--- config.mk ---
export PLATFORM = sky130hd
export DESIGN_NAME = printf_format_spec_parser_core
export DESIGN_NICKNAME = d
export VERILOG_FILES = /design/src/sv/pfsp_pkg.sv /design/src/sv/printf_format_spec_parser_core.sv
export VERILOG_INCLUDE_DIRS = /design/src /design/src/sv
export SDC_FILE = /design/constraint.sdc
export NUM_CORES = 1
export LEC_CHECK = 0
export BUFFER_PORTS_ARGS = -buffer_cell sky130_fd_sc_hd__buf_2
export CORE_MARGIN = 2
export CORE_UTILIZATION = 52
export CTS_BUF_LIST = sky130_fd_sc_hd__clkbuf_8
export DETAILED_ROUTE_END_ITERATION = 8
export GPL_TIMING_DRIVEN = 0
export PLACE_DENSITY = 0.73
export SKIP_CTS_REPAIR_TIMING = 1
export SLEW_MARGIN = 20
export SYNTH_ARGS = -nofsm -noshare
export SYNTH_HDL_FRONTEND = slang
export SYNTH_SLANG_ARGS = --single-unit
--- constraint.sdc ---
create_clock -name aclk -period 19.9 [get_ports aclk]
set_input_delay 1.99 -clock aclk [delete_from_list [all_inputs] [get_ports aclk]]
set_output_delay 1.99 -clock aclk [all_outputs]
set_load 0.05 [all_outputs]
--- src/sv/printf_format_spec_parser_core_macros.svh ---
// Assertion helpers shared by the parser RTL.
`ifndef PRINTF_FORMAT_SPEC_PARSER_CORE_MACROS_SVH
`define PRINTF_FORMAT_SPEC_PARSER_CORE_MACROS_SVH

// Same-cycle implication, sampled on aclk and held off during reset.
`define PFSP_ASSERT_NOW(label, ante, cons, msg) \
    label: assert property (@(posedge aclk) disable iff (!aresetn) (ante) |-> (cons)) \
        else $error(msg);

// Next-cycle implication, sampled on aclk and held off during reset.
`define PFSP_ASSERT_NEXT(label, ante, cons, msg) \
    label: assert property (@(posedge aclk) disable iff (!aresetn) (ante) |=> (cons)) \
        else $error(msg);

`endif

--- src/sv/pfsp_pkg.sv ---
package pfsp_pkg;

    typedef struct packed {
        logic [7:0]         ch;
        logic signed [31:0] star_value;
    } pfsp_in_t;

    typedef struct packed {
        logic [6:0]         spec_char;
        logic [1:0]         length_code;
        logic               plus_set;
        logic               minus_set;
        logic               space_set;
        logic               sharp_set;
        logic               zero_set;
        logic [15:0]        width_digits;
        logic signed [31:0] width_arg;
        logic signed [31:0] precision;
        logic               dot_seen;
    } pfsp_out_t;

    typedef enum logic [1:0] {
        W_NONE   = 2'd0,
        W_DIGITS = 2'd1,
        W_TAKEN  = 2'd2
    } width_phase_t;

    typedef enum logic [1:0] {
        P_NONE   = 2'd0,
        P_DOT    = 2'd1,
        P_DIGITS = 2'd2,
        P_TAKEN  = 2'd3
    } prec_phase_t;

    localparam logic [1:0] LEN_NONE = 2'd0;
    localparam logic [1:0] LEN_H    = 2'd1;
    localparam logic [1:0] LEN_L    = 2'd2;
    localparam logic [1:0] LEN_BIGL = 2'd3;

    localparam logic [7:0] CH_NUL     = 8'h00;
    localparam logic [7:0] CH_SPACE   = 8'h20;
    localparam logic [7:0] CH_SHARP   = 8'h23;
    localparam logic [7:0] CH_PERCENT = 8'h25;
    localparam logic [7:0] CH_STAR    = 8'h2A;
    localparam logic [7:0] CH_PLUS    = 8'h2B;
    localparam logic [7:0] CH_MINUS   = 8'h2D;
    localparam logic [7:0] CH_DOT     = 8'h2E;
    localparam logic [7:0] CH_ZERO    = 8'h30;
    localparam logic [7:0] CH_NINE    = 8'h39;
    localparam logic [7:0] CH_BIG_L   = 8'h4C;
    localparam logic [7:0] CH_H       = 8'h68;
    localparam logic [7:0] CH_L       = 8'h6C;

    localparam logic [15:0] WIDTH_MAX = 16'hFFFF;
    localparam logic [31:0] PREC_MAX  = 32'h7FFF_FFFF;

    function automatic logic is_digit(input logic [7:0] c);
        return (c >= CH_ZERO) && (c <= CH_NINE);
    endfunction

    function automatic logic is_spec(input logic [7:0] c);
        logic r;
        case (c)
            8'h63, 8'h64, 8'h69, 8'h65, 8'h45, 8'h66, 8'h67, 8'h47,
            8'h6F, 8'h73, 8'h75, 8'h78, 8'h58, 8'h70, 8'h6E, CH_PERCENT: begin
                r = 1'b1;
            end
            default: begin
                r = 1'b0;
            end
        endcase
        return r;
    endfunction

endpackage

--- src/sv/printf_format_spec_parser_core.sv ---
// Parses a printf conversion specification one character per cycle, starting
// with the character after the percent sign. Each accepted transfer carries a
// character and the star argument that belongs to it; a specifier letter, a
// percent sign or NUL ends the specification and produces one result transfer
// holding the flags, width, precision, dot and length collected so far. One
// character is taken every cycle while results are being drained; a closing
// character passes through the input register and then through the decode and
// multiply-by-ten update into the result register. The input side stalls only
// when a finished result is still waiting in the result register and the next
// character would end another specification.
module printf_format_spec_parser_core (
    input  logic                aclk,
    input  logic                aresetn,
    input  logic                s_valid,
    output logic                s_ready,
    input  pfsp_pkg::pfsp_in_t  s_payload,
    output logic                m_valid,
    input  logic                m_ready,
    output pfsp_pkg::pfsp_out_t m_payload
);
    import pfsp_pkg::*;

    `include "printf_format_spec_parser_core_macros.svh"

    logic          in_valid_reg;
    pfsp_in_t      in_data_reg;
    logic          out_valid_reg;
    pfsp_out_t     out_data_reg;

    logic [4:0]    flag_bits_reg,      flag_bits_next;
    width_phase_t  width_phase_reg,    width_phase_next;
    logic [15:0]   width_acc_reg,      width_acc_next;
    logic [31:0]   width_star_reg,     width_star_next;
    prec_phase_t   prec_phase_reg,     prec_phase_next;
    logic [31:0]   prec_acc_reg,       prec_acc_next;
    logic          dot_flag_reg,       dot_flag_next;
    logic [1:0]    length_reg,         length_next;
    logic          skip_next_reg,      skip_next_next;

    logic          emit;
    logic          done;
    logic          proc_go;
    logic [7:0]    c;
    logic [3:0]    dval;
    logic          c_dig;
    logic [19:0]   width_sum;
    logic [35:0]   prec_sum;

    assign c     = in_data_reg.ch;
    assign dval  = in_data_reg.ch[3:0];
    assign c_dig = is_digit(c);

    // Multiply by ten as two shifts; both sums have room for the carry.
    assign width_sum = ({4'd0, width_acc_reg} << 3) + ({4'd0, width_acc_reg} << 1)
                     + {16'd0, dval};
    assign prec_sum  = ({4'd0, prec_acc_reg} << 3) + ({4'd0, prec_acc_reg} << 1)
                     + {32'd0, dval};

    always_comb begin
        flag_bits_next   = flag_bits_reg;
        width_phase_next = width_phase_reg;
        width_acc_next   = width_acc_reg;
        width_star_next  = width_star_reg;
        prec_phase_next  = prec_phase_reg;
        prec_acc_next    = prec_acc_reg;
        dot_flag_next    = dot_flag_reg;
        length_next      = length_reg;
        skip_next_next   = skip_next_reg;
        emit             = 1'b0;
        done             = 1'b0;

        if (c == CH_NUL) begin
            emit = 1'b1;
        end else begin
            case (prec_phase_reg)
                P_DOT: begin
                    if (c_dig) begin
                        prec_acc_next   = {28'd0, dval};
                        prec_phase_next = P_DIGITS;
                        done            = 1'b1;
                    end else if (c == CH_STAR) begin
                        prec_acc_next   = in_data_reg.star_value;
                        prec_phase_next = P_TAKEN;
                    end else begin
                        prec_acc_next   = '0;
                        prec_phase_next = P_NONE;
                    end
                end
                P_DIGITS: begin
                    if (c_dig) begin
                        prec_acc_next = (prec_sum > {4'd0, PREC_MAX}) ? PREC_MAX
                                                                      : prec_sum[31:0];
                        done          = 1'b1;
                    end else begin
                        prec_phase_next = P_TAKEN;
                    end
                end
                default: begin
                    if (skip_next_reg) begin
                        skip_next_next = 1'b0;
                    end else begin
                        if (width_phase_reg == W_DIGITS) begin
                            if (c_dig) begin
                                width_acc_next = (width_sum > {4'd0, WIDTH_MAX})
                                               ? WIDTH_MAX : width_sum[15:0];
                                done           = 1'b1;
                            end else begin
                                width_phase_next = W_TAKEN;
                            end
                        end
                        if (!done) begin
                            if (c == CH_PLUS) begin
                                flag_bits_next[0] = 1'b1;
                            end else if (c == CH_MINUS) begin
                                flag_bits_next[1] = 1'b1;
                            end else if (c == CH_SPACE) begin
                                flag_bits_next[2] = 1'b1;
                            end else if (c == CH_SHARP) begin
                                flag_bits_next[3] = 1'b1;
                            end else if (c == CH_ZERO && prec_phase_reg == P_NONE
                                         && width_phase_next == W_NONE) begin
                                flag_bits_next[4] = 1'b1;
                            end
                            if (width_phase_next == W_NONE) begin
                                if (c == CH_STAR) begin
                                    width_star_next  = in_data_reg.star_value;
                                    width_phase_next = W_TAKEN;
                                end else if (c_dig) begin
                                    width_acc_next   = {12'd0, dval};
                                    width_phase_next = W_DIGITS;
                                end
                            end
                            if (c == CH_DOT) begin
                                dot_flag_next = 1'b1;
                                if (prec_phase_reg == P_NONE) begin
                                    prec_phase_next = P_DOT;
                                end else begin
                                    skip_next_next = 1'b1;
                                end
                                done = 1'b1;
                            end
                        end
                    end
                end
            endcase

            if (!done) begin
                if (c == CH_H) begin
                    length_next = LEN_H;
                end else if (c == CH_L) begin
                    length_next = LEN_L;
                end else if (c == CH_BIG_L) begin
                    length_next = LEN_BIGL;
                end
                emit = is_spec(c);
            end
        end
    end

    // A character that closes a specification needs the result register free.
    assign proc_go = in_valid_reg && (!emit || !out_valid_reg || m_ready);
    assign s_ready = !in_valid_reg || proc_go;

    always_ff @(posedge aclk) begin
        if (!aresetn) begin
            in_valid_reg <= 1'b0;
        end else if (s_ready) begin
            in_valid_reg <= s_valid;
        end
    end

    always_ff @(posedge aclk) begin
        if (s_valid && s_ready) begin
            in_data_reg <= s_payload;
        end
    end

    always_ff @(posedge aclk) begin
        if (!aresetn) begin
            flag_bits_reg   <= '0;
            width_phase_reg <= W_NONE;
            width_acc_reg   <= '0;
            width_star_reg  <= '0;
            prec_phase_reg  <= P_NONE;
            prec_acc_reg    <= '0;
            dot_flag_reg    <= 1'b0;
            length_reg      <= LEN_NONE;
            skip_next_reg   <= 1'b0;
        end else if (proc_go) begin
            if (emit) begin
                flag_bits_reg   <= '0;
                width_phase_reg <= W_NONE;
                width_acc_reg   <= '0;
                width_star_reg  <= '0;
                prec_phase_reg  <= P_NONE;
                prec_acc_reg    <= '0;
                dot_flag_reg    <= 1'b0;
                length_reg      <= LEN_NONE;
                skip_next_reg   <= 1'b0;
            end else begin
                flag_bits_reg   <= flag_bits_next;
                width_phase_reg <= width_phase_next;
                width_acc_reg   <= width_acc_next;
                width_star_reg  <= width_star_next;
                prec_phase_reg  <= prec_phase_next;
                prec_acc_reg    <= prec_acc_next;
                dot_flag_reg    <= dot_flag_next;
                length_reg      <= length_next;
                skip_next_reg   <= skip_next_next;
            end
        end
    end

    always_ff @(posedge aclk) begin
        if (!aresetn) begin
            out_valid_reg <= 1'b0;
        end else if (proc_go && emit) begin
            out_valid_reg <= 1'b1;
        end else if (m_ready) begin
            out_valid_reg <= 1'b0;
        end
    end

    always_ff @(posedge aclk) begin
        if (proc_go && emit) begin
            out_data_reg.spec_char    <= c[6:0];
            out_data_reg.length_code  <= length_next;
            out_data_reg.plus_set     <= flag_bits_next[0];
            out_data_reg.minus_set    <= flag_bits_next[1];
            out_data_reg.space_set    <= flag_bits_next[2];
            out_data_reg.sharp_set    <= flag_bits_next[3];
            out_data_reg.zero_set     <= flag_bits_next[4];
            out_data_reg.width_digits <= width_acc_next;
            out_data_reg.width_arg    <= width_star_next;
            out_data_reg.precision    <= prec_acc_next;
            out_data_reg.dot_seen     <= dot_flag_next;
        end
    end

    assign m_valid   = out_valid_reg;
    assign m_payload = out_data_reg;

    `PFSP_ASSERT_NEXT(a_clear_after_emit, proc_go && emit,
        flag_bits_reg == 5'd0 && width_phase_reg == W_NONE && prec_phase_reg == P_NONE,
        "state not cleared after a specification ended")
    `PFSP_ASSERT_NOW(a_prec_needs_dot, prec_phase_reg != P_NONE, dot_flag_reg,
        "precision phase active without a dot")
    `PFSP_ASSERT_NOW(a_skip_after_prec, skip_next_reg, prec_phase_reg == P_TAKEN,
        "skip pending while precision not taken")
    `PFSP_ASSERT_NEXT(a_held_item_kept, in_valid_reg && !proc_go,
        in_valid_reg && $stable(in_data_reg),
        "stalled character lost from the input register")

endmodule

==> reports/results.tsv, run 1 <==
stage	metric	value	unit
critical_path	crit-path leading delay family	simple AND/OR/NAND/NOR gates	
timing	Final Hold Viols	0	
grt	routing usage on met1	38.9	%
cells_and_area	ratio of cells with drive above 1 in the final layout	17.4	%
critical_path	CP Cell Sequence	clkbuf_1 > nor4_1 > and3_1 > clkbuf_1 > o21ai_0 > or2_2 > buf_2	
critical_path	Required @ worst endpoint	17910	ps
clocking	Worst-path clk slew	60	ps
critical_path	Worst Path Arrival	3130	ps
die	initial core utilization	52.7	%
grt	antenna violations before repair	0	
synth	Post-Synthesis Cells	1341	
power_and_ir_drop	P_leak	6.43	nW
drt	Routed WL	38.5	mm
power_and_ir_drop	Reg power frac	49.7	%
synth	FF+latch count, synth	230	
clocking	CTS Sinks	230	
die	die width	163	microns
cells_and_area	number of flip-flops in the largest register	95	
placement	IO buf count	140	
power_and_ir_drop	Comb power frac	4.6	%
drt	Final ANT Viol Nets	0	
placement	Routability Congestion	0.976	
timing	Worst Max-Slew Pin Slew	927	ps
grt	met2 GRT Util	46.3	%
timing	crit share post-route	25.7	%
grt	GR Overflow Total	0	
timing	Final Max Slew Viols	0	
timing	Max-slew headroom	38.2	%
synth	syn_area_per_cell	9.86	sq um
die	Core ar.	25100	sq um
timing	maximum operating frequency	195	MHz
synth	syn_nets	1486	
die	Top Ports	141	
cells_and_area	Area Growth Syn to Fin	16.1	%
synth	Async SR Flop Fraction	0	%
drt	vias per inst	6.14	
cells_and_area	most frequent cells in the layout	151 x buf_2, 135 x edfxtp_1, 124 x nand2_1, 103 x nor2_1, 97 x ha_1	
clocking	Max Buffers Root-to-Sink	3	
critical_path	endpoint class of the critical path	primary output	
cells_and_area	Nets	1673	
power_and_ir_drop	Switching Power	237	uW
placement	HPWL Detailed	28.5	mm
synth	main flop type after synthesis	edfxtp_1	
critical_path	peak per-stage delay on the critical path	530	ps
grt	vias in the first global route	11100	
synth	Mapped Area	13200	sq um
die	num rows	58	
cells_and_area	fin util	61.2	%
status	status	complete, no violations	
power_and_ir_drop	Clk pwr share	45.7	%
cells_and_area	commonest non-fill, non-tap cell in the layout	buf_2	
synth	register area share after synthesis	45.0	%
critical_path	Worst Path Max Fanout	10	
drt	DRC	0	
timing	RSZ-0062 raised after global routing	false	
critical_path	highest-delay cell along the critical path	edfxtp_1	
min_path	min-delay worst type	reg2reg	
critical_path	startpoint types	flip-flop	
cells_and_area	antenna cells	0	
critical_path	cell mode on critical path	clkbuf_1	
drt	mean routed wirelength per cell	20.4	microns
power_and_ir_drop	Internal Pwr Total	800	uW
run	Max Cap Viol	0	
die	Die Y	163	microns
grt	largest net degree at the start of global routing	28	
grt	All-Layer GR Usage	28.8	%
synth	Yosys warnings	0	
grt	gr busiest metal	met2	
timing	final setup fails	0	
clocking	H-Tree Depth	2	
power_and_ir_drop	sw frac	22.8	%
clocking	clock latency on the worst-skew pair	550	ps
drt	initial DRC count	1137	
synth	Unique masters post-synth	71	
power_and_ir_drop	Max VDD drop	67.0	uV
power_and_ir_drop	Pwr Density	67.5	nW/um^2
critical_path	Crit Path Category	reg2out	
clocking	Inserted Clock Buffers	40	
critical_path	Worst Path Buf+Inv	3	
die	Die ar.	26700	sq um
timing	Fin Clk Skew	22.7	ps
synth	EDFF count, synth	135	
timing	Fin Setup TNS	0	ps
drt	Vias	11600	
grt	first-pass GRT wire length	59.7	mm
clocking	clock root cell	clkbuf_8	
drt	DRT Pass-1 Iters	6	
timing	fin crit period	5120	ps
clocking	CTS tree	yes	
grt	M3 GR Usage	4.14	%
## logic make-up (layout without fill, tap and decap cells)
logic type / after synthesis / count (layout) / share of synthesized area [%]
simple gates: 413 / 413 / 15.0
buf+inv: 100 / 318 / 3.00
fa+ha+maj: 101 / 101 / 9.78
xor+xnor: 39 / 39 / 2.58
flops: 230 / 230 / 45.0
compound gates: 423 / 423 / 21.6
mux: 35 / 35 / 2.96
## stage by stage
stage / hold slack [ps] / cell area [sq um] / total power, mW / cells / setup slack (ps)
after floorplan: 424 / 13200 / 0.550 / 1341 / 12870
after global placement: 437 / 14300 / 0.570 / 1811 / 10550
after detailed placement: 439 / 14500 / 0.571 / 1816 / 14980
after CTS: 453 / 15400 / 1.04 / 1889 / 14830
after global routing: 464 / 15400 / 1.07 / 1889 / 14660
final: 452 / 15400 / 1.04 / 1889 / 14780
## path summary, 6_finish.rpt
path                             endpoint           start  slack, ps  cells after the start
setup reg to reg  m_payload[27]$_DFFE_PP_  c[3]$_DFFE_PP_      14830                     12
setup / recovery                  s_ready  c[2]$_DFFE_PP_      14780                      7
hold reg to reg   m_payload[92]$_DFFE_PP_  c[4]$_DFFE_PP_        450                      0
hold / removal    m_payload[92]$_DFFE_PP_  c[4]$_DFFE_PP_        450                      0
## layer usage
metal | up-vias | part of all wire [%]
met3 | 102 | 7.6
met2 | 538 | 45
met5 | - | 0
li1 | 5460 | -
met4 | 0 | 4.2
met1 | 5494 | 43
## area by class of cell
type                            count  area (sq um)
Fill cell                        2157          9750
Multi-Input combinational cell   1011          6880
Sequential cell                   230          5960
Timing Repair Buffer              145           831
Clock buffer                       46           633
Tap cell                          330           413
Buffer                             80           322
Clock inverter                     27           250
Inverter                           20          75.1
## synthesized netlist by cell type, drive strengths merged (13+ instances only)
library cell | instances | area share [%]
edfxtp | 135 | 31
nand2 | 124 | 3.5
nor2 | 106 | 3.0
o21ai | 102 | 3.9
ha | 97 | 9.2
dfxtp | 95 | 14
a21oi | 80 | 3.0
clkbuf | 59 | 1.7
nor2b | 44 | 2.1
a22oi | 37 | 2.1
mux2 | 33 | 2.8
nand3 | 33 | 1.2
a21o | 27 | 1.5
a31oi | 22 | 1.0
xnor2 | 22 | 1.5
buf | 21 | 0.76
inv | 20 | 0.57
and3 | 17 | 0.80
nor3 | 17 | 0.64
xor2 | 17 | 1.1
o21a | 15 | 0.85
a22o | 13 | 0.86
o31a | 13 | 0.86
## power groups by stage
| stage | clock network (mW) | logic (mW) | registers, mW |
|---|---|---|---|
| 2_1_floorplan | 0 | 0.0222 | 0.528 |
| 3_3_place_gp | 0 | 0.0444 | 0.526 |
| 3_5_place_dp | 0 | 0.0463 | 0.525 |
| 4_1_cts | 0.481 | 0.0465 | 0.515 |
| 5_1_grt | 0.500 | 0.0505 | 0.515 |
| 6_report | 0.474 | 0.0474 | 0.515 |
(Power assumes the default switching activity.)
==> run 2: changes to the inputs <==
clock period = 4.86 ns   (was 19.9 ns; I/O delays follow)
==> run 2 against run 1 <==
Effect of this change: setup slack lost 15000 ps; global-route usage up 0.28 points; clock power grew to 3.6 times the previous value; largest power group unchanged; routed wire length is 1.3% higher; largest cell class unchanged; non-clock buffer count increased by 1; count of clock-buffer cells in the layout is 3 lower.
==> reports/results.tsv, run 2 (synthesis results as in run 1) <==
stage	metric	value	unit
status	status	complete, no violations	
placement	Routability Congestion	0.992	
critical_path	Worst Path Max Fanout	10	
drt	vias per inst	6.17	
run	Max Cap Viol	0	
die	initial core utilization	52.7	%
critical_path	Crit Path Category	reg2reg	
clocking	Worst-path clk slew	60	ps
cells_and_area	Fill cells	2196	
timing	RSZ-0062 raised after global routing	false	
timing	Max-slew headroom	37.3	%
cells_and_area	most frequent cells in the layout	151 x buf_2, 135 x edfxtp_1, 124 x nand2_1, 103 x nor2_1, 97 x ha_1	
timing	fin crit period	4630	ps
drt	initial DRC count	1241	
critical_path	worst flop-to-flop path endpoint	m_payload[12]$_DFFE_PP_	
critical_path	register-to-register setup slack	230	ps
clocking	H-Tree Depth	2	
min_path	min-delay worst type	in2reg	
clocking	clock root cell	clkbuf_8	
die	Top Ports	141	
critical_path	startpoint types	flip-flop	
drt	DRT Pass-1 Iters	6	
critical_path	Required @ worst endpoint	5240	ps
min_path	Worst Hold Path Cells	1	
critical_path	Reg2Reg Depth	13	
die	Core ar.	25100	sq um
drt	Routed WL	39.0	mm
clocking	Inserted Clock Buffers	40	
power_and_ir_drop	PnR Total Power	4.00	mW
power_and_ir_drop	P_leak	6.41	nW
grt	largest net degree at the start of global routing	29	
critical_path	endpoint class of the critical path	flip-flop	
grt	GR Overflow Total	0	
grt	All-Layer GR Usage	29.1	%
cells_and_area	antenna cells	0	
cells_and_area	Nets	1674	
clocking	CTS Sinks	230	
min_path	hold path endpoint	c[1]$_DFFE_PP_	
cells_and_area	number of flip-flops in the largest register	95	
clocking	CTS tree	yes	
timing	Final Max Slew Viols	0	
timing	Final Hold Viols	0	
die	die width	163	microns
grt	first-pass GRT wire length	60.6	mm
die	Die ar.	26700	sq um
timing	maximum operating frequency	216	MHz
drt	DRC	0	
drt	Vias	11700	
clocking	Max Buffers Root-to-Sink	3	
critical_path	Worst Path Arrival	5020	ps
timing	Fin Setup TNS	0	ps
clocking	clock latency on the worst-skew pair	560	ps
timing	crit share post-route	95.4	%
power_and_ir_drop	Pwr Density	262	nW/um^2
power_and_ir_drop	Max VDD drop	218	uV
cells_and_area	commonest non-fill, non-tap cell in the layout	buf_2	
die	Die Y	163	microns
cells_and_area	Area Growth Syn to Fin	15.4	%
cells_and_area	ratio of cells with drive above 1 in the final layout	17.2	%
grt	vias in the first global route	11000	
timing	Fin Clk Skew	27.2	ps
grt	antenna violations before repair	0	
placement	IO buf count	140	
critical_path	critical register-to-register path startpoint	c[2]$_DFFE_PP_	
timing	final setup fails	0	
min_path	HP Start	s_payload[33]	
die	num rows	58	
drt	mean routed wirelength per cell	20.6	microns
placement	HPWL Detailed	28.8	mm
drt	Final ANT Viol Nets	0	
timing	Worst Max-Slew Pin Slew	940	ps
==> run 2: cell count changes in the layout (fill, tap and decap cells not counted), moves of 2 or more <==
cell and delta:
clkbuf_1 -2, clkinv_1 -3, bufinv_16 -4, clkbuf_2 +2, inv_1 +10, inv_6 -2, clkbuf_8 -3
==> run 2: worst max path at each step <==
| stage | end | startpoint | depth (start not counted) |
|---|---|---|---|
| 2_1_floorplan | m_payload[0]$_DFFE_PP_ | c[3]$_DFFE_PP_ | 8 |
| 3_5_place_dp | m_payload[28]$_DFFE_PP_ | c[3]$_DFFE_PP_ | 12 |
| 6_report | m_payload[12]$_DFFE_PP_ | c[2]$_DFFE_PP_ | 13 |
| 5_1_grt | m_payload[12]$_DFFE_PP_ | c[2]$_DFFE_PP_ | 13 |
| 4_1_cts | m_payload[28]$_DFFE_PP_ | c[3]$_DFFE_PP_ | 13 |
| 3_3_place_gp | m_payload[20]$_DFFE_PP_ | c[2]$_DFFE_PP_ | 9 |
==> run 2: worst max-delay path, cell delays in order, from the launching register on <==
cell and delay [ps]:
edfxtp_1 550, ha_1 360, ha_1 250, fa_1 430
a21o_1 230, a311o_1 410, nand4_1 220, a21oi_1 170
or2_2 340, a211oi_1 340, clkbuf_2 390, clkbuf_1 430
o21ai_0 160, nand2_1 150
==> run 2: final cells by class <==
cell class,instances,area (sq um),area share [%]
repair buffers,146,831,5.45
clock buffers,43,592,3.88
clock inverters,31,179,1.17
inverters,20,75.1,0.492
well taps,330,413,2.71
plain buffers,80,324,2.12
flip-flops and latches,230,5960,39.0
multi-input cells,1011,6890,45.1
==> run 2: through the flow <==
step,hold WS [ps],worst slack (ps),util (%),std cells,area (sq um)
floorplan,424,828,-,1341,13200
global placement,435,-543,57.1,1811,14300
detailed placement,441,-52.2,57.6,1816,14500
CTS,72.2,-69.1,60.7,1890,15200
global route,78.2,139,60.8,1891,15300
finish,94.1,226,60.8,1891,15300
==> run 2: per-layer routing <==
metal | routed length (microns) | global-route usage, % | up-vias
li1 | - | - | 5464
met1 | 16900 | 39.3 | 5574
met2 | 17900 | 46.9 | 543
met3 | 2750 | 4.32 | 93
met4 | 1460 | 11.7 | 0
met5 | 0 | 0 | -
==> run 2: power by group <==
part           switching, mW  total [mW]  leakage (nW)  internal (mW)
combinational          0.142       0.197          3.88         0.0554
sequential            0.0253        2.11          2.07           2.08
clock                  0.817        1.70         0.461          0.883
total                  0.984        4.00          6.41           3.02
==> run 3: changes to the inputs <==
ABC_AREA = 1   (was unset)
CORE_ASPECT_RATIO = 1.75   (was unset)
==> run 3 against run 2 <==
Effect of this change: clock skew is essentially flat; hold slack gained 0.59 ps; global-route usage grew 1.4 points; first-iteration DRC count shrank 25%; setup slack gained 330 ps; die area grew 6.8%; sequential share of layout area shrank 1.9 points; non-clock buffer count shrank 23; total power grew 4.0%; maximum frequency grew 7.6%; synthesized area grew 6.8%; highest routed layer is now met5.
==> reports/results.tsv, run 3 <==
stage	metric	value	unit
status	status	complete, no violations	
drt	DRC	0	
placement	Cell Area, Placed	15300	sq um
critical_path	Worst Path Arrival	4560	ps
clocking	clock root cell	clkbuf_8	
timing	maximum operating frequency	232	MHz
synth	main flop type after synthesis	edfxtp_1	
cells_and_area	number of flip-flops in the largest register	95	
critical_path	cell mode on critical path	nand2_1	
drt	DRT Pass-1 Iters	5	
synth	Post-Synthesis Cells	1869	
die	Die ar.	28600	sq um
critical_path	peak per-stage delay on the critical path	610	ps
timing	Final Max Slew Viols	0	
clocking	Inserted Clock Buffers	37	
cells_and_area	Multi-input gate area	6870	sq um
grt	antenna violations before repair	1	
cells_and_area	Non-Filler Instances	2404	
cells_and_area	Nets	2195	
power_and_ir_drop	Max VDD drop	218	uV
placement	placed insts	2335	
grt	All-Layer GR Usage	30.5	%
drt	vias per inst	5.49	
synth	Unique masters post-synth	49	
grt	GR Overflow Total	0	
critical_path	CP Cell Sequence	fa_1 > fa_1 > nand2_1 > inv_1 > nand2_1 > nand2_1 > nand2_1 > nand2_1 > nand2_1 > nand2_1 > nand2_1 > nand2_1 > nand2_1 > nand3_1 > nor2_1 > buf_4 > nand3_1 > nand2_1 > a21boi_0	
run	Max Cap Viol	0	
die	initial core utilization	52.9	%
grt	first-pass GRT wire length	67.2	mm
critical_path	endpoint class of the critical path	flip-flop	
cells_and_area	most frequent cells in the layout	550 x nand2_1, 263 x inv_1, 201 x a21oi_1, 154 x buf_2, 135 x edfxtp_1	
synth	syn_nets	2014	
critical_path	Crit Path Category	reg2reg	
synth	Async SR Flop Fraction	0	%
clocking	Worst-path clk slew	60	ps
synth	register area share after synthesis	42.2	%
timing	Worst Max-Slew Pin Slew	835	ps
synth	area leader, netlist	edfxtp_1	
cells_and_area	Design Area, Final	16000	sq um
die	Core ar.	26700	sq um
timing	RSZ-0062 raised after global routing	false	
timing	fin crit period	4310	ps
clocking	CTS tree	yes	
cells_and_area	ratio of cells with drive above 1 in the final layout	11.8	%
critical_path	highest-delay cell along the critical path	edfxtp_1	
drt	initial DRC count	929	
cells_and_area	commonest non-fill, non-tap cell in the layout	nand2_1	
clocking	CTS Sinks	230	
synth	syn_area_per_cell	7.56	sq um
grt	largest net degree at the start of global routing	56	
drt	mean routed wirelength per cell	18.0	microns
drt	Routed WL	43.3	mm
timing	Final Hold Viols	0	
cells_and_area	Area Growth Syn to Fin	13.5	%
timing	crit share post-route	88.6	%
cells_and_area	Register Area	5960	sq um
synth	top post-synthesis cells by count	550 x nand2_1, 249 x inv_1, 201 x a21oi_1	
drt	Final ANT Viol Nets	0	
die	Die Y	222	microns
clocking	Max Buffers Root-to-Sink	3	
critical_path	Required @ worst endpoint	5110	ps
critical_path	startpoint types	flip-flop	
die	die width	129	microns
power_and_ir_drop	Pwr Density	260	nW/um^2
synth	Synth area leaders	edfxtp_1 29%, nand2_1 15%, dfxtp_1 13%, ha_1 8.6%, a21oi_1 7.1%	
timing	Fin Clk Skew	27.1	ps
die	num rows	79	
die	Top Ports	141	
synth	FF+latch count, synth	230	
synth	Mapped Area	14100	sq um
power_and_ir_drop	P_leak	7.59	nW
clocking	clock latency on the worst-skew pair	570	ps
placement	Routability Congestion	0.975	
timing	final setup fails	0	
placement	IO buf count	140	
synth	Yosys warnings	0	
min_path	min-delay worst type	in2reg	
critical_path	crit-path leading delay family	simple AND/OR/NAND/NOR gates	
placement	HPWL Detailed	34.0	mm
synth	most common cell in the netlist	nand2_1	
critical_path	Worst Path Buf+Inv	2	
cells_and_area	Fill cells	2495	
synth	share of the synthesized area in the top cell type	28.7	%
grt	vias in the first global route	13200	
synth	EDFF count, synth	135	
timing	Max-slew headroom	44.3	%
critical_path	Worst Path Max Fanout	10	
clocking	H-Tree Depth	2	
drt	Vias	13200	
[run 3: changes by cell type after synthesis, sizes merged, moves of 37 or more]
cell / change
nand3: +74
a22oi: -37
nand2: +427
nor2b: -44
inv: +241
a21oi: +122
[run 3: logic make-up after synthesis]
logic type	after synthesis	synth area share [%]
simple gates	819	23.7
buf+inv	323	9.22
flops	230	42.2
xor+xnor	25	1.55
fa+ha+maj	101	9.16
compound gates	371	14.2
[run 3: per-layer routing]
metal,vias to the layer above,GRT usage [%],routed length (microns)
met2,448,58.2,23600
met4,2,18.2,2710
met1,6084,30.0,14800
met3,152,4.90,2160
li1,6505,-,-
met5,-,0,15
[run 3: path summary, 6_finish.rpt]
kind	cells past startpoint	startpoint	to	slack [ps]
hold reg to reg	2	flag_bits_reg[2]$_SDFFE_PN0P_	flag_bits_reg[2]$_SDFFE_PN0P_	440
setup / recovery	19	c[3]$_DFFE_PP_	m_payload[21]$_DFFE_PP_	550
hold / removal	1	s_payload[10]	in_data_reg[10]$_DFFE_PP_	90
setup reg to reg	19	c[3]$_DFFE_PP_	m_payload[21]$_DFFE_PP_	550
[run 3: report_power, final]
group	switching, mW	total, mW	leakage (nW)	internal [mW]
sequential	0.0281	2.13	2.04	2.10
clock	0.803	1.69	0.432	0.887
combinational	0.247	0.341	5.12	0.0945
total	1.08	4.16	7.59	3.09
[run 3: cell type report]
cell class / count / area share, %
Timing Repair Buffer: 142 / 4.71
Antenna cell: 1 / 0.0156
Clock inverter: 27 / 1.05
Multi-Input combinational cell: 1316 / 42.9
Tap cell: 324 / 2.53
Sequential cell: 230 / 37.2
Buffer: 61 / 1.99
Clock buffer: 41 / 3.52
Inverter: 262 / 6.17
[run 3: worst reg2reg max path, cell delays in order, from the launching register on]
cell	delay, ps
edfxtp_1	610
fa_1	620
fa_1	500
nand2_1	90
inv_1	50
nand2_1	50
nand2_1	100
nand2_1	80
nand2_1	110
nand2_1	90
nand2_1	200
nand2_1	200
nand2_1	70
nand2_1	60
nand3_1	70
nor2_1	410
buf_4	280
nand3_1	120
nand2_1	110
a21boi_0	180
[run 3: through the flow]
stage | worst slack [ps] | TNS [ps] | util [%] | hold slack [ps] | total power [mW]
floorplan | 977 | 0 | - | 421 | 2.38
global placement | -492 | -46100 | 57.1 | 428 | 2.51
detailed placement | 623 | 0 | 57.3 | 437 | 2.51
CTS | 606 | 0 | 60.1 | 62.9 | 4.19
global route | 324 | 0 | 60.1 | 72.4 | 4.30
finish | 552 | 0 | 60.1 | 94.7 | 4.16
